--- config.mk ---
export PLATFORM = sky130hd
export DESIGN_NAME = worst_fit_block_allocator
export DESIGN_NICKNAME = d
export VERILOG_FILES = /design/src/rtl/wfba_pkg.sv /design/src/rtl/wfba_table.sv /design/src/rtl/wfba_ctrl.sv /design/src/rtl/worst_fit_block_allocator.sv
export SDC_FILE = /design/constraint.sdc
export NUM_CORES = 1
export LEC_CHECK = 0
export ABC_AREA = 1
export CORE_MARGIN = 2
export CORE_UTILIZATION = 36
export CTS_BUF_LIST = sky130_fd_sc_hd__clkbuf_2 sky130_fd_sc_hd__clkbuf_4 sky130_fd_sc_hd__clkbuf_8
export DETAILED_ROUTE_END_ITERATION = 12
export DONT_BUFFER_PORTS = 1
export GPL_ROUTABILITY_DRIVEN = 0
export PLACE_DENSITY = 0.58
export SLEW_MARGIN = 20
export SYNTH_ARGS = -nofsm -noshare
export SYNTH_HDL_FRONTEND = slang
export SYNTH_SLANG_ARGS = --single-unit
--- constraint.sdc ---
create_clock -name clock -period 5.6 [get_ports clock]
set_input_delay 0 -clock clock [delete_from_list [all_inputs] [get_ports clock]]
set_output_delay 0 -clock clock [all_outputs]
set_load 0.1 [all_outputs]
--- src/rtl/wfba_pkg.sv ---
package wfba_pkg;

   // Default sizing of the partition table.
   localparam int DEF_NUM_BLOCKS = 8;
   localparam int DEF_SIZE_BITS  = 16;

   // Fixed field widths of the transactions.
   localparam int INDEX_W       = 3;
   localparam int FIELD_SIZE_W  = 16;
   localparam int ACTIVE_W      = 4;

   localparam logic [ACTIVE_W-1:0] ACTIVE_RESET = 4'd8;

   // Operation codes.
   localparam logic OP_LOAD  = 1'b0;
   localparam logic OP_ALLOC = 1'b1;

   typedef struct packed {
      logic                    op;
      logic [INDEX_W-1:0]      block_index;
      logic [FIELD_SIZE_W-1:0] size;
   } req_type;

   typedef struct packed {
      logic                    granted;
      logic [INDEX_W-1:0]      chosen_index;
      logic [FIELD_SIZE_W-1:0] size_left;
   } rsp_type;

   typedef enum logic [1:0] {
      ST_IDLE,
      ST_SCAN,
      ST_UPDATE
   } state_type;

endpackage

--- src/rtl/wfba_table.sv ---
module wfba_table import wfba_pkg::*; #(
   parameter int NUM_BLOCKS = DEF_NUM_BLOCKS,
   parameter int SIZE_BITS  = DEF_SIZE_BITS,
   localparam int IDX_BITS  = (NUM_BLOCKS > 1) ? $clog2(NUM_BLOCKS) : 1
) (
   input  logic                 clock,
   input  logic                 reset,
   input  logic                 wr_en,
   input  logic [IDX_BITS-1:0]  wr_addr,
   input  logic [SIZE_BITS-1:0] wr_data,
   input  logic                 rd_en,
   input  logic [IDX_BITS-1:0]  rd_addr,
   output logic [SIZE_BITS-1:0] rd_data
);

   logic [SIZE_BITS-1:0]  mem_ff [NUM_BLOCKS];
   logic [NUM_BLOCKS-1:0] valid_ff;
   logic [SIZE_BITS-1:0]  rd_data_ff;
   logic                  rd_valid_ff;

   // Storage array with a registered read port.
   always_ff @(posedge clock) begin
      if (wr_en) begin
         mem_ff[wr_addr] <= wr_data;
      end
      if (rd_en) begin
         rd_data_ff <= mem_ff[rd_addr];
      end
   end

   // Per-entry valid bits stand in for clearing the array at reset.
   always_ff @(posedge clock) begin
      if (reset) begin
         valid_ff    <= '0;
         rd_valid_ff <= 1'b0;
      end else begin
         if (wr_en) begin
            valid_ff[wr_addr] <= 1'b1;
         end
         if (rd_en) begin
            rd_valid_ff <= valid_ff[rd_addr];
         end
      end
   end

   // An entry never written reads as zero.
   assign rd_data = rd_valid_ff ? rd_data_ff : '0;

endmodule

--- src/rtl/wfba_ctrl.sv ---
module wfba_ctrl import wfba_pkg::*; #(
   parameter int NUM_BLOCKS = DEF_NUM_BLOCKS,
   parameter int SIZE_BITS  = DEF_SIZE_BITS,
   localparam int IDX_BITS  = (NUM_BLOCKS > 1) ? $clog2(NUM_BLOCKS) : 1,
   localparam int CNT_BITS  = $clog2(NUM_BLOCKS + 1)
) (
   input  logic                 clock,
   input  logic                 reset,
   input  logic                 start,
   output logic                 busy,
   input  req_type              req_data,
   input  logic [ACTIVE_W-1:0]  active_blocks,
   output logic                 wr_en,
   output logic [IDX_BITS-1:0]  wr_addr,
   output logic [SIZE_BITS-1:0] wr_data,
   output logic                 rd_en,
   output logic [IDX_BITS-1:0]  rd_addr,
   input  logic [SIZE_BITS-1:0] rd_data,
   output logic                 rsp_valid,
   output rsp_type              rsp_data
);

   state_type            state_ff, state_in;
   logic [SIZE_BITS-1:0] sz_ff, sz_in;
   logic [CNT_BITS-1:0]  limit_ff, limit_in;
   logic [CNT_BITS-1:0]  scan_idx_ff, scan_idx_in;
   logic                 found_ff, found_in;
   logic [IDX_BITS-1:0]  best_idx_ff, best_idx_in;
   logic [SIZE_BITS-1:0] best_val_ff, best_val_in;
   logic                 rsp_valid_ff, rsp_valid_in;
   rsp_type              rsp_ff, rsp_in;

   logic [SIZE_BITS-1:0] req_sz;
   logic                 in_range;
   logic [CNT_BITS-1:0]  limit;
   logic [CNT_BITS-1:0]  scan_next;
   logic [SIZE_BITS-1:0] left;

   // Request size in table width, and the load target check.
   assign req_sz   = SIZE_BITS'(req_data.size);
   assign in_range = (32'(req_data.block_index) < NUM_BLOCKS);

   // The scan covers the active partitions, saturated at the table depth.
   always_comb begin
      if (32'(active_blocks) > NUM_BLOCKS) begin
         limit = CNT_BITS'(NUM_BLOCKS);
      end else begin
         limit = CNT_BITS'(active_blocks);
      end
   end

   assign scan_next = scan_idx_ff + CNT_BITS'(1);
   assign left      = best_val_ff - sz_ff;

   // State and datapath registers.
   always_ff @(posedge clock) begin
      if (reset) begin
         state_ff     <= ST_IDLE;
         rsp_valid_ff <= 1'b0;
      end else begin
         state_ff     <= state_in;
         rsp_valid_ff <= rsp_valid_in;
      end
   end

   always_ff @(posedge clock) begin
      sz_ff       <= sz_in;
      limit_ff    <= limit_in;
      scan_idx_ff <= scan_idx_in;
      found_ff    <= found_in;
      best_idx_ff <= best_idx_in;
      best_val_ff <= best_val_in;
      rsp_ff      <= rsp_in;
   end

   // Next state, table accesses and the result.
   always_comb begin
      state_in     = state_ff;
      sz_in        = sz_ff;
      limit_in     = limit_ff;
      scan_idx_in  = scan_idx_ff;
      found_in     = found_ff;
      best_idx_in  = best_idx_ff;
      best_val_in  = best_val_ff;
      rsp_valid_in = 1'b0;
      rsp_in       = rsp_ff;
      wr_en        = 1'b0;
      wr_addr      = best_idx_ff;
      wr_data      = left;
      rd_en        = 1'b0;
      rd_addr      = '0;

      unique case (state_ff)
         ST_IDLE: begin
            if (start) begin
               if (req_data.op == OP_LOAD) begin
                  // A load writes straight through and answers next cycle.
                  rsp_valid_in = 1'b1;
                  if (in_range) begin
                     wr_en               = 1'b1;
                     wr_addr             = IDX_BITS'(req_data.block_index);
                     wr_data             = req_sz;
                     rsp_in.granted      = 1'b1;
                     rsp_in.chosen_index = req_data.block_index;
                     rsp_in.size_left    = FIELD_SIZE_W'(req_sz);
                  end else begin
                     rsp_in = '0;
                  end
               end else begin
                  sz_in       = req_sz;
                  found_in    = 1'b0;
                  best_idx_in = '0;
                  best_val_in = '0;
                  if (limit == '0) begin
                     // Nothing to scan: answer not granted at once.
                     rsp_valid_in = 1'b1;
                     rsp_in       = '0;
                  end else begin
                     rd_en       = 1'b1;
                     rd_addr     = '0;
                     scan_idx_in = '0;
                     limit_in    = limit;
                     state_in    = ST_SCAN;
                  end
               end
            end
         end

         ST_SCAN: begin
            // Entry scan_idx_ff is on the read port; keep the largest fit.
            if ((rd_data >= sz_ff) && (!found_ff || (rd_data > best_val_ff))) begin
               found_in    = 1'b1;
               best_idx_in = scan_idx_ff[IDX_BITS-1:0];
               best_val_in = rd_data;
            end
            if (scan_next == limit_ff) begin
               state_in = ST_UPDATE;
            end else begin
               rd_en       = 1'b1;
               rd_addr     = scan_next[IDX_BITS-1:0];
               scan_idx_in = scan_next;
            end
         end

         ST_UPDATE: begin
            // Write back the reduced size of the chosen partition.
            rsp_valid_in = 1'b1;
            if (found_ff) begin
               wr_en               = 1'b1;
               rsp_in.granted      = 1'b1;
               rsp_in.chosen_index = INDEX_W'(best_idx_ff);
               rsp_in.size_left    = FIELD_SIZE_W'(left);
            end else begin
               rsp_in = '0;
            end
            state_in = ST_IDLE;
         end

         default: begin
            state_in = ST_IDLE;
         end
      endcase
   end

   assign busy      = (state_ff != ST_IDLE);
   assign rsp_valid = rsp_valid_ff;
   assign rsp_data  = rsp_ff;

endmodule

--- src/rtl/worst_fit_block_allocator.sv ---
// Worst-fit partition allocator. A load transaction is taken while busy is low and its result
// shows in the next cycle, so loads may arrive back to back. An allocation request scans the
// active partitions one table entry per cycle through the single read port of the table,
// min(active_blocks, NUM_BLOCKS) entries, then does the write-back: busy is high through both
// and the result shows in the cycle busy falls. A request with zero active partitions is
// answered in the next cycle, with no scan. Results are presented for exactly one cycle on
// rsp_valid and cannot be stalled. Write csr_wr_data only while the block is idle; it resets to
// eight.
module worst_fit_block_allocator import wfba_pkg::*; #(
   parameter int NUM_BLOCKS = DEF_NUM_BLOCKS,
   parameter int SIZE_BITS  = DEF_SIZE_BITS
) (
   input  logic                clock,
   input  logic                reset,
   input  logic                start,
   output logic                busy,
   input  req_type             req_data,
   output logic                rsp_valid,
   output rsp_type             rsp_data,
   input  logic                csr_wr_en,
   input  logic [ACTIVE_W-1:0] csr_wr_data
);

   localparam int IDX_BITS = (NUM_BLOCKS > 1) ? $clog2(NUM_BLOCKS) : 1;

   logic [ACTIVE_W-1:0]  active_ff;
   logic                 wr_en;
   logic [IDX_BITS-1:0]  wr_addr;
   logic [SIZE_BITS-1:0] wr_data;
   logic                 rd_en;
   logic [IDX_BITS-1:0]  rd_addr;
   logic [SIZE_BITS-1:0] rd_data;

   // Active partition count register.
   always_ff @(posedge clock) begin
      if (reset) begin
         active_ff <= ACTIVE_RESET;
      end else if (csr_wr_en) begin
         active_ff <= csr_wr_data;
      end
   end

   wfba_ctrl #(
      .NUM_BLOCKS (NUM_BLOCKS),
      .SIZE_BITS  (SIZE_BITS)
   ) u_ctrl (
      .clock         (clock),
      .reset         (reset),
      .start         (start),
      .busy          (busy),
      .req_data      (req_data),
      .active_blocks (active_ff),
      .wr_en         (wr_en),
      .wr_addr       (wr_addr),
      .wr_data       (wr_data),
      .rd_en         (rd_en),
      .rd_addr       (rd_addr),
      .rd_data       (rd_data),
      .rsp_valid     (rsp_valid),
      .rsp_data      (rsp_data)
   );

   wfba_table #(
      .NUM_BLOCKS (NUM_BLOCKS),
      .SIZE_BITS  (SIZE_BITS)
   ) u_table (
      .clock   (clock),
      .reset   (reset),
      .wr_en   (wr_en),
      .wr_addr (wr_addr),
      .wr_data (wr_data),
      .rd_en   (rd_en),
      .rd_addr (rd_addr),
      .rd_data (rd_data)
   );

endmodule

=== Word-level counts from Yosys, hierarchy flattened ===
Memories as Yosys holds them, arrays and structs flattened. A register that Yosys moved wholly into a read port is not among the register bits.
Index checks and enable logic that the tools add are counted.

* $add $sub $neg: 2
* Magnitude comparators: 6
* Equal/unequal tests: 10
* Multiplexer cells: 56
* Bitwise logic cells: 2
* Reductions and logical operators: 15

{| class="wikitable"
|+ Operator list
! cell !! count
|-
| $mux W16 || 7
|-
| $mux W20 || 4
|-
| $pmux W20 S2 || 1
|-
| $pmux W16 S2 || 1
|-
| $mux W3 || 8
|-
| $mux W4 || 5
|-
| $mux W1 || 17
|-
| $ge A16 B16 Y1 || 1
|-
| $gt A16 B16 Y1 || 1
|-
| $sub A16 B16 Y16 || 1
|-
| $reduce_and A4 Y1 || 3
|-
| $lt A3 B4 Y1 const B || 2
|-
| $mux W2 || 4
|-
| $ne A2 B2 Y1 const B || 4
|-
| $or A8 B8 Y8 || 1
|-
| $pmux W1 S2 || 4
|-
| $pmux W4 S2 || 1
|-
| $pmux W3 S2 || 1
|-
| $reduce_and A3 Y1 || 2
|-
| $reduce_bool A2 Y1 || 3
|-
| $reduce_and A5 Y1 || 1
|-
| $add A4 B1 Y4 const B || 1
|-
| $eq A4 B4 Y1 || 1
|-
| $gt A4 B4 Y1 const B || 1
|-
| 14 further kinds || 16
|}

* Flip-flop bits (word level): 80
* Bits in writable memories: 128
* Input bits: 28
* Output and inout bits: 22
* Memories: 1

{| class="wikitable"
|+ Memory list
! name !! words !! bits a word !! read ports !! clocked after memory_dff !! wr ports !! RTL line !! text
|-
| u_table.mem_ff || 8 || 16 || 1 || 1 || 1 || wfba_table.sv:16 || <nowiki>logic [SIZE_BITS-1:0] mem_ff [NUM_BLOCKS];</nowiki>
|}

=== Longest topological paths before layout ===
* Word-level depth: 8
* Mapped depth: 16
* Gate-level depth less buffers: 15

=== By module ===
From an unflattened synthesis, not the netlist that was laid out.

* Cells, all modules: 1049
* Area total of the unflattened synthesis: 10740.3 µm²

{| class="wikitable"
|+ Modules (own cells, without submodules)
! module !! times used !! cells each !! area an instance (µm²) !! sequential area each (µm²)
|-
| wfba_table || 1 || 484 || 5963.2 || 4504.3
|-
| wfba_ctrl || 1 || 540 || 4601.9 || 1981.9
|-
| worst_fit_block_allocator || 1 || 25 || 175.2 || 80.1
|}

=== Worst setup path after synthesis ===
Ideal clock, no wire load.

* Kind: register to register
* From: register u_ctrl.state_ff[1]
* To: register u_ctrl.rsp_ff, in the netlist u_ctrl.rsp_data[0] (enable)
* Setup time: 422 ps
* Arrival time: 2655 ps
* Required time: 5178 ps
* Setup slack: 2523 ps
* Stages on the path, launching flop included: 5
* Path buffers: 0
* Period minus slack after synthesis: 3077 ps
* Cells stage by stage: dfxtp_1 nor2_2 inv_1 nor2_1 nor3_1

* Cells in the longest elaborated chain, start to end: 3

{| class="wikitable"
|+ Ends and longest elaborated chain
! element !! RTL line !! text
|-
| start: declaration || wfba_ctrl.sv:23 || <nowiki>state_type state_ff, state_in;</nowiki>
|-
| start signal: assignment || wfba_ctrl.sv:61 || <nowiki>state_ff <= state_in;</nowiki>
|-
| $logic_not A2 Y1 or $eq A2 B2 Y1 (tied branches) || wfba_ctrl.sv:93 || <nowiki>unique case (state_ff)</nowiki>
|-
| $ne A3 B2 Y1 (no source line), or another cell as far along || - ||
|-
| $reduce_and A3 Y1 (no source line) * || - ||
|-
| end signal: assignment || wfba_ctrl.sv:73 || <nowiki>rsp_ff <= rsp_in;</nowiki>
|-
| end: declaration || wfba_ctrl.sv:31 || <nowiki>rsp_type rsp_ff, rsp_in;</nowiki>
|}

Mark *: on every way between the ends. The rest lies on a longest branch, timed or not.
A chain may end at the register's enable or synchronous reset.

=== Worst setup path in the final report ===
* From: register u_ctrl.scan_idx_ff[0]
* To: register u_table.rd_data_ff[15] (read register of u_table.mem_ff), data pin

* Cells in the longest elaborated chain, start to end: 4

{| class="wikitable"
|+ Ends and longest elaborated chain
! element !! RTL line !! text
|-
| start: declaration || wfba_ctrl.sv:26 || <nowiki>logic [CNT_BITS-1:0] scan_idx_ff, scan_idx_in;</nowiki>
|-
| start signal: assignment || wfba_ctrl.sv:69 || <nowiki>scan_idx_ff <= scan_idx_in;</nowiki>
|-
| $add A4 B1 Y4 * || wfba_ctrl.sv:52 || <nowiki>assign scan_next = scan_idx_ff + CNT_BITS'(1);</nowiki>
|-
| net u_ctrl.scan_next[1] || wfba_ctrl.sv:36 || <nowiki>logic [CNT_BITS-1:0] scan_next;</nowiki>
|-
| $eq A4 B4 Y1 || wfba_ctrl.sv:136 || <nowiki>if (scan_next == limit_ff) begin</nowiki>
|-
| $mux W1 or $mux W3 (tied branches) || wfba_ctrl.sv:136 ||
|-
| $pmux W1 S2 or $mux W3 (tied branches) || - ||
|-
| end: declaration || wfba_table.sv:18 || <nowiki>logic [SIZE_BITS-1:0] rd_data_ff;</nowiki>
|}

The timed path passes the listed nets; every way through them passes the cells marked *.

==> flow_metrics.py <==
metrics = {
    "place": {
        "placed_area_sq_mm": 0.0110,
        "port_buffers": 0,
        "dp_hpwl_microns": 17100,
        "place_ws_ns": 2.07,
    },
    "sta": {
        "worst_pin_slew_ns": 1.15,
        "maxSlewHeadroom": 0.227,
        "whs_ns": -0.00808,
        "drv_slew": 0,
        "finalCritPeriodShare": 0.699,
        "fmax_ghz": 0.255,
        "rsz0062_at_grt": "false",
        "worst_clock_skew_ns": 0.0184,
        "setup_ws_ns": 1.68,
        "setup_tns_ns": 0,
        "hold_viol_final": 8,
        "finalWorstPathRequiredPeriod_ns": 3.92,
        "setup_viol": 0,
    },
    "layout": {
        "design_area_sq_mm": 0.0122,
        "syn2layout_area_growth_pct": 14.0,
        "final_net_count": 1149,
        "drive_above_1_share": 0.0789,
        "diodes": 0,
    },
    "synth": {
        "syn_area_sq_mm": 0.0107,
        "ys_seq_area_frac": 0.616,
        "yosysUniqueCellTypes": 41,
        "synth.top_cell.area_share": 0.586,
        "synth_adder_area_share": 0.0547,
        "synthFlopType": "edfxtp_1",
        "synth-compound-area-share": 0.0985,
        "synthTopCellsByArea": "edfxtp_1 59%, nand2_1 6.5%, ha_1 5.3%",
        "synthCells": 1020,
        "yosys.area_share.simple": 0.166,
        "syn_avg_cell_area_sq_um": 10.4,
        "yosys.area.top_type": "edfxtp_1",
        "synth_edf_count": 208,
        "async_reset_ff_frac": 0,
        "synthXorXnorAreaFrac": 0.00658,
        "synth_nets": 1094,
        "synth_seq_cells": 224,
        "synth_top_family_by_area": "simple AND/OR/NAND/NOR gates",
        "yosysWarnings": 0,
        "synthMuxAreaShare": 0,
    },
    "setup_path": {
        "critPathTopFamily": "simple AND/OR/NAND/NOR gates",
        "crit_cells": 11,
        "r2r-end": "u_table.rd_data_ff[15]",
        "required_ns": 5.89,
        "timing.rr.start": "u_ctrl.scan_idx_ff[0]",
        "critPathCaptureType": "flop",
        "critical-path-slowest-cell": "clkinv_2",
        "r2r_setup_slack_ns": 1.68,
        "r2r_cells": 11,
        "worstSetupStartpointType": "flop",
        "cp-endpoint": "u_table.rd_data_ff[15]",
        "cp.arrival_ns": 4.21,
        "worst-path-buf-inv": 1,
        "cpPeakStageDelay_ns": 0.93,
        "path_class": "flop to flop",
        "cp-startpoint": "u_ctrl.scan_idx_ff[0]",
        "path_max_fanout": 69,
        "crit_chain": "ha_1 -> nor2_1 -> o21ai_0 -> nor2_1 -> nand2_4 -> nand2_4 -> clkinv_2 -> o211ai_1 -> o21ai_0 -> nand2_1 -> nand2_1",
    },
    "cts": {
        "clk_path_buf_depth": 3,
        "cts_max_level": 2,
        "ctsHoldBuffers": 36,
        "cts_buffers": 39,
        "clk-insertion-delay-late_ns": 0.54,
        "cts_setup_buffers": 0,
        "clock_sinks": 224,
        "cts.clk_slew.worst_paths_ns": 0.06,
        "cts_resized": 0,
        "cts_root_buf": "clkbuf_8",
        "cts_tree": "yes",
    },
    "route": {
        "dr.pass1.iters": 5,
        "drtIter0Drc": 583,
        "vias": 7412,
        "wl_per_cell_microns": 18.0,
        "route.detailed.drc": 0,
        "routed_wirelength_microns": 26700,
        "ant_nets": 0,
        "via_per_inst": 4.99,
    },
    "floorplan": {
        "core_area_sq_mm": 0.0289,
        "io_pins": 50,
        "placementRows": 62,
        "die_area_sq_mm": 0.0310,
        "die_h_microns": 176,
        "initial_utilization": 0.368,
        "fp.dieW_microns": 176,
    },
    "grt": {
        "grt_pass1_wl_microns": 41200,
        "grt_antenna_before_repair": 0,
        "grt_max_degree": 70,
        "grt_pass1_vias": 7391,
        "grt.total_usage": 0.173,
        "overflow": 0,
    },
    "outcome": {
        "outcome": "finished, violations left",
        "violations": "hold timing",
    },
    "worst_hold_path": {
        "hold_path.class": "input pin to flop",
    },
    "job": {
        "drv_cap": 0,
    },
    "power_and_ir_drop": {
        "seq_power_share": 0.523,
        "peakVddDrop_v": 0.000143,
        "combPwrFrac": 0.114,
        "power.leakage_nw": 4.77,
        "swShare": 0.276,
        "intPower_mw": 2.88,
        "p_per_area_mw_per_mm2": 328,
        "switchingPower_mw": 1.10,
        "clockPowerShare": 0.363,
    },
}
==> worst min-delay path by stage <==
stage,from,to,slack [ns],depth (start not counted)
after floorplan,reset,u_ctrl.rsp_valid,0.08,1
after global placement,reset,u_table.valid_ff[3],0.07,1
after detailed placement,reset,u_table.valid_ff[1],0.08,1
after global routing,req_data[4],u_table.mem_ff[1][4],0.02,2
after CTS,start,u_ctrl.scan_idx_ff[3],0.08,4
final,req_data[4],u_table.mem_ff[1][4],-0.008,2
==> registers in the layout (all words and copies together), names as in the netlist <==
name and cells:
active_ff 4, u_ctrl.best_idx_ff 3, u_ctrl.best_val_ff 16, u_ctrl.found_ff 1
u_ctrl.limit_ff 4, u_ctrl.rsp_data 20, u_ctrl.rsp_valid 1, u_ctrl.scan_idx_ff 4
u_ctrl.state_ff 2, u_ctrl.sz_ff 16, u_table.mem_ff 128, u_table.rd_data_ff 16
u_table.rd_valid_ff 1, u_table.valid_ff 8
==> Yosys cell counts, types with 7 or more instances <==
cell type / n
edfxtp_1: 208
nand2_1: 184
inv_1: 114
nor2_1: 113
o21ai_0: 77
ha_1: 45
nand3_1: 42
o21ai_1: 34
o211ai_1: 33
a21oi_1: 28
or2_1: 28
dfxtp_1: 16
buf_2: 15
clkbuf_1: 10
nand4_1: 7
nor3_1: 7
xor2_1: 7
==> stage by stage <==
step	power (mW)	hold slack [ns]	cells	utilization
after floorplan	2.40	0.0771	1020	-
after global placement	2.53	0.0747	1382	0.382
after detailed placement	2.54	0.0767	1382	0.382
after CTS	4.02	0.0838	1486	0.420
after global routing	4.15	0.0207	1486	0.420
final	3.98	-0.00808	1486	0.420
==> cell type report <==
| type | count | area (sq um) |
|---|---|---|
| fill | 2788 | 16800 |
| sequential | 224 | 6570 |
| clock buffer | 54 | 656 |
| timing repair buffer | 46 | 435 |
| multi-input combinational | 644 | 3470 |
| tap | 384 | 480 |
| inverter | 120 | 452 |
| clock inverter | 14 | 88.8 |
==> cells in the final DEF (no fill, tap or decap), drive strengths merged, types with 2 or more instances in the layout <==
master	instances
edfxtp	208
nand2	187
inv	120
nor2	120
o21ai	111
clkbuf	54
ha	45
nand3	43
dlygate4sd3	36
o211ai	33
or2	32
a21oi	28
dfxtp	16
clkinv	12
buf	10
nand4	7
xor2	7
nor3	7
nand3b	6
o21bai	4
a211oi	2
o31ai	2
==> power groups by stage <==
stage | logic [mW] | clock network [mW] | registers (mW)
3_3_place_gp | 0.416 | 0 | 2.11
6_report | 0.454 | 1.45 | 2.08
3_5_place_dp | 0.422 | 0 | 2.12
4_1_cts | 0.452 | 1.48 | 2.08
5_1_grt | 0.507 | 1.56 | 2.09
2_1_floorplan | 0.307 | 0 | 2.09
==> kinds of logic (layout without fill, tap and decap cells) <==
group | count (synthesis) | in the layout
simple gates | 404 | 404
compound gates | 186 | 186
fa+ha+maj | 46 | 46
xor+xnor | 8 | 8
buf+inv | 152 | 234
flops | 224 | 224
==> per-layer routing <==
| metal | track usage | up-vias | part of all wire |
|---|---|---|---|
| met4 | 0.0575 | 0 | 0.024 |
| met1 | 0.227 | 3536 | 0.45 |
| met3 | 0.0323 | 52 | 0.055 |
| met2 | 0.291 | 211 | 0.47 |
| li1 | - | 3613 | - |
| met5 | 0 | - | 0 |
Power figures use the tool's default switching activity.
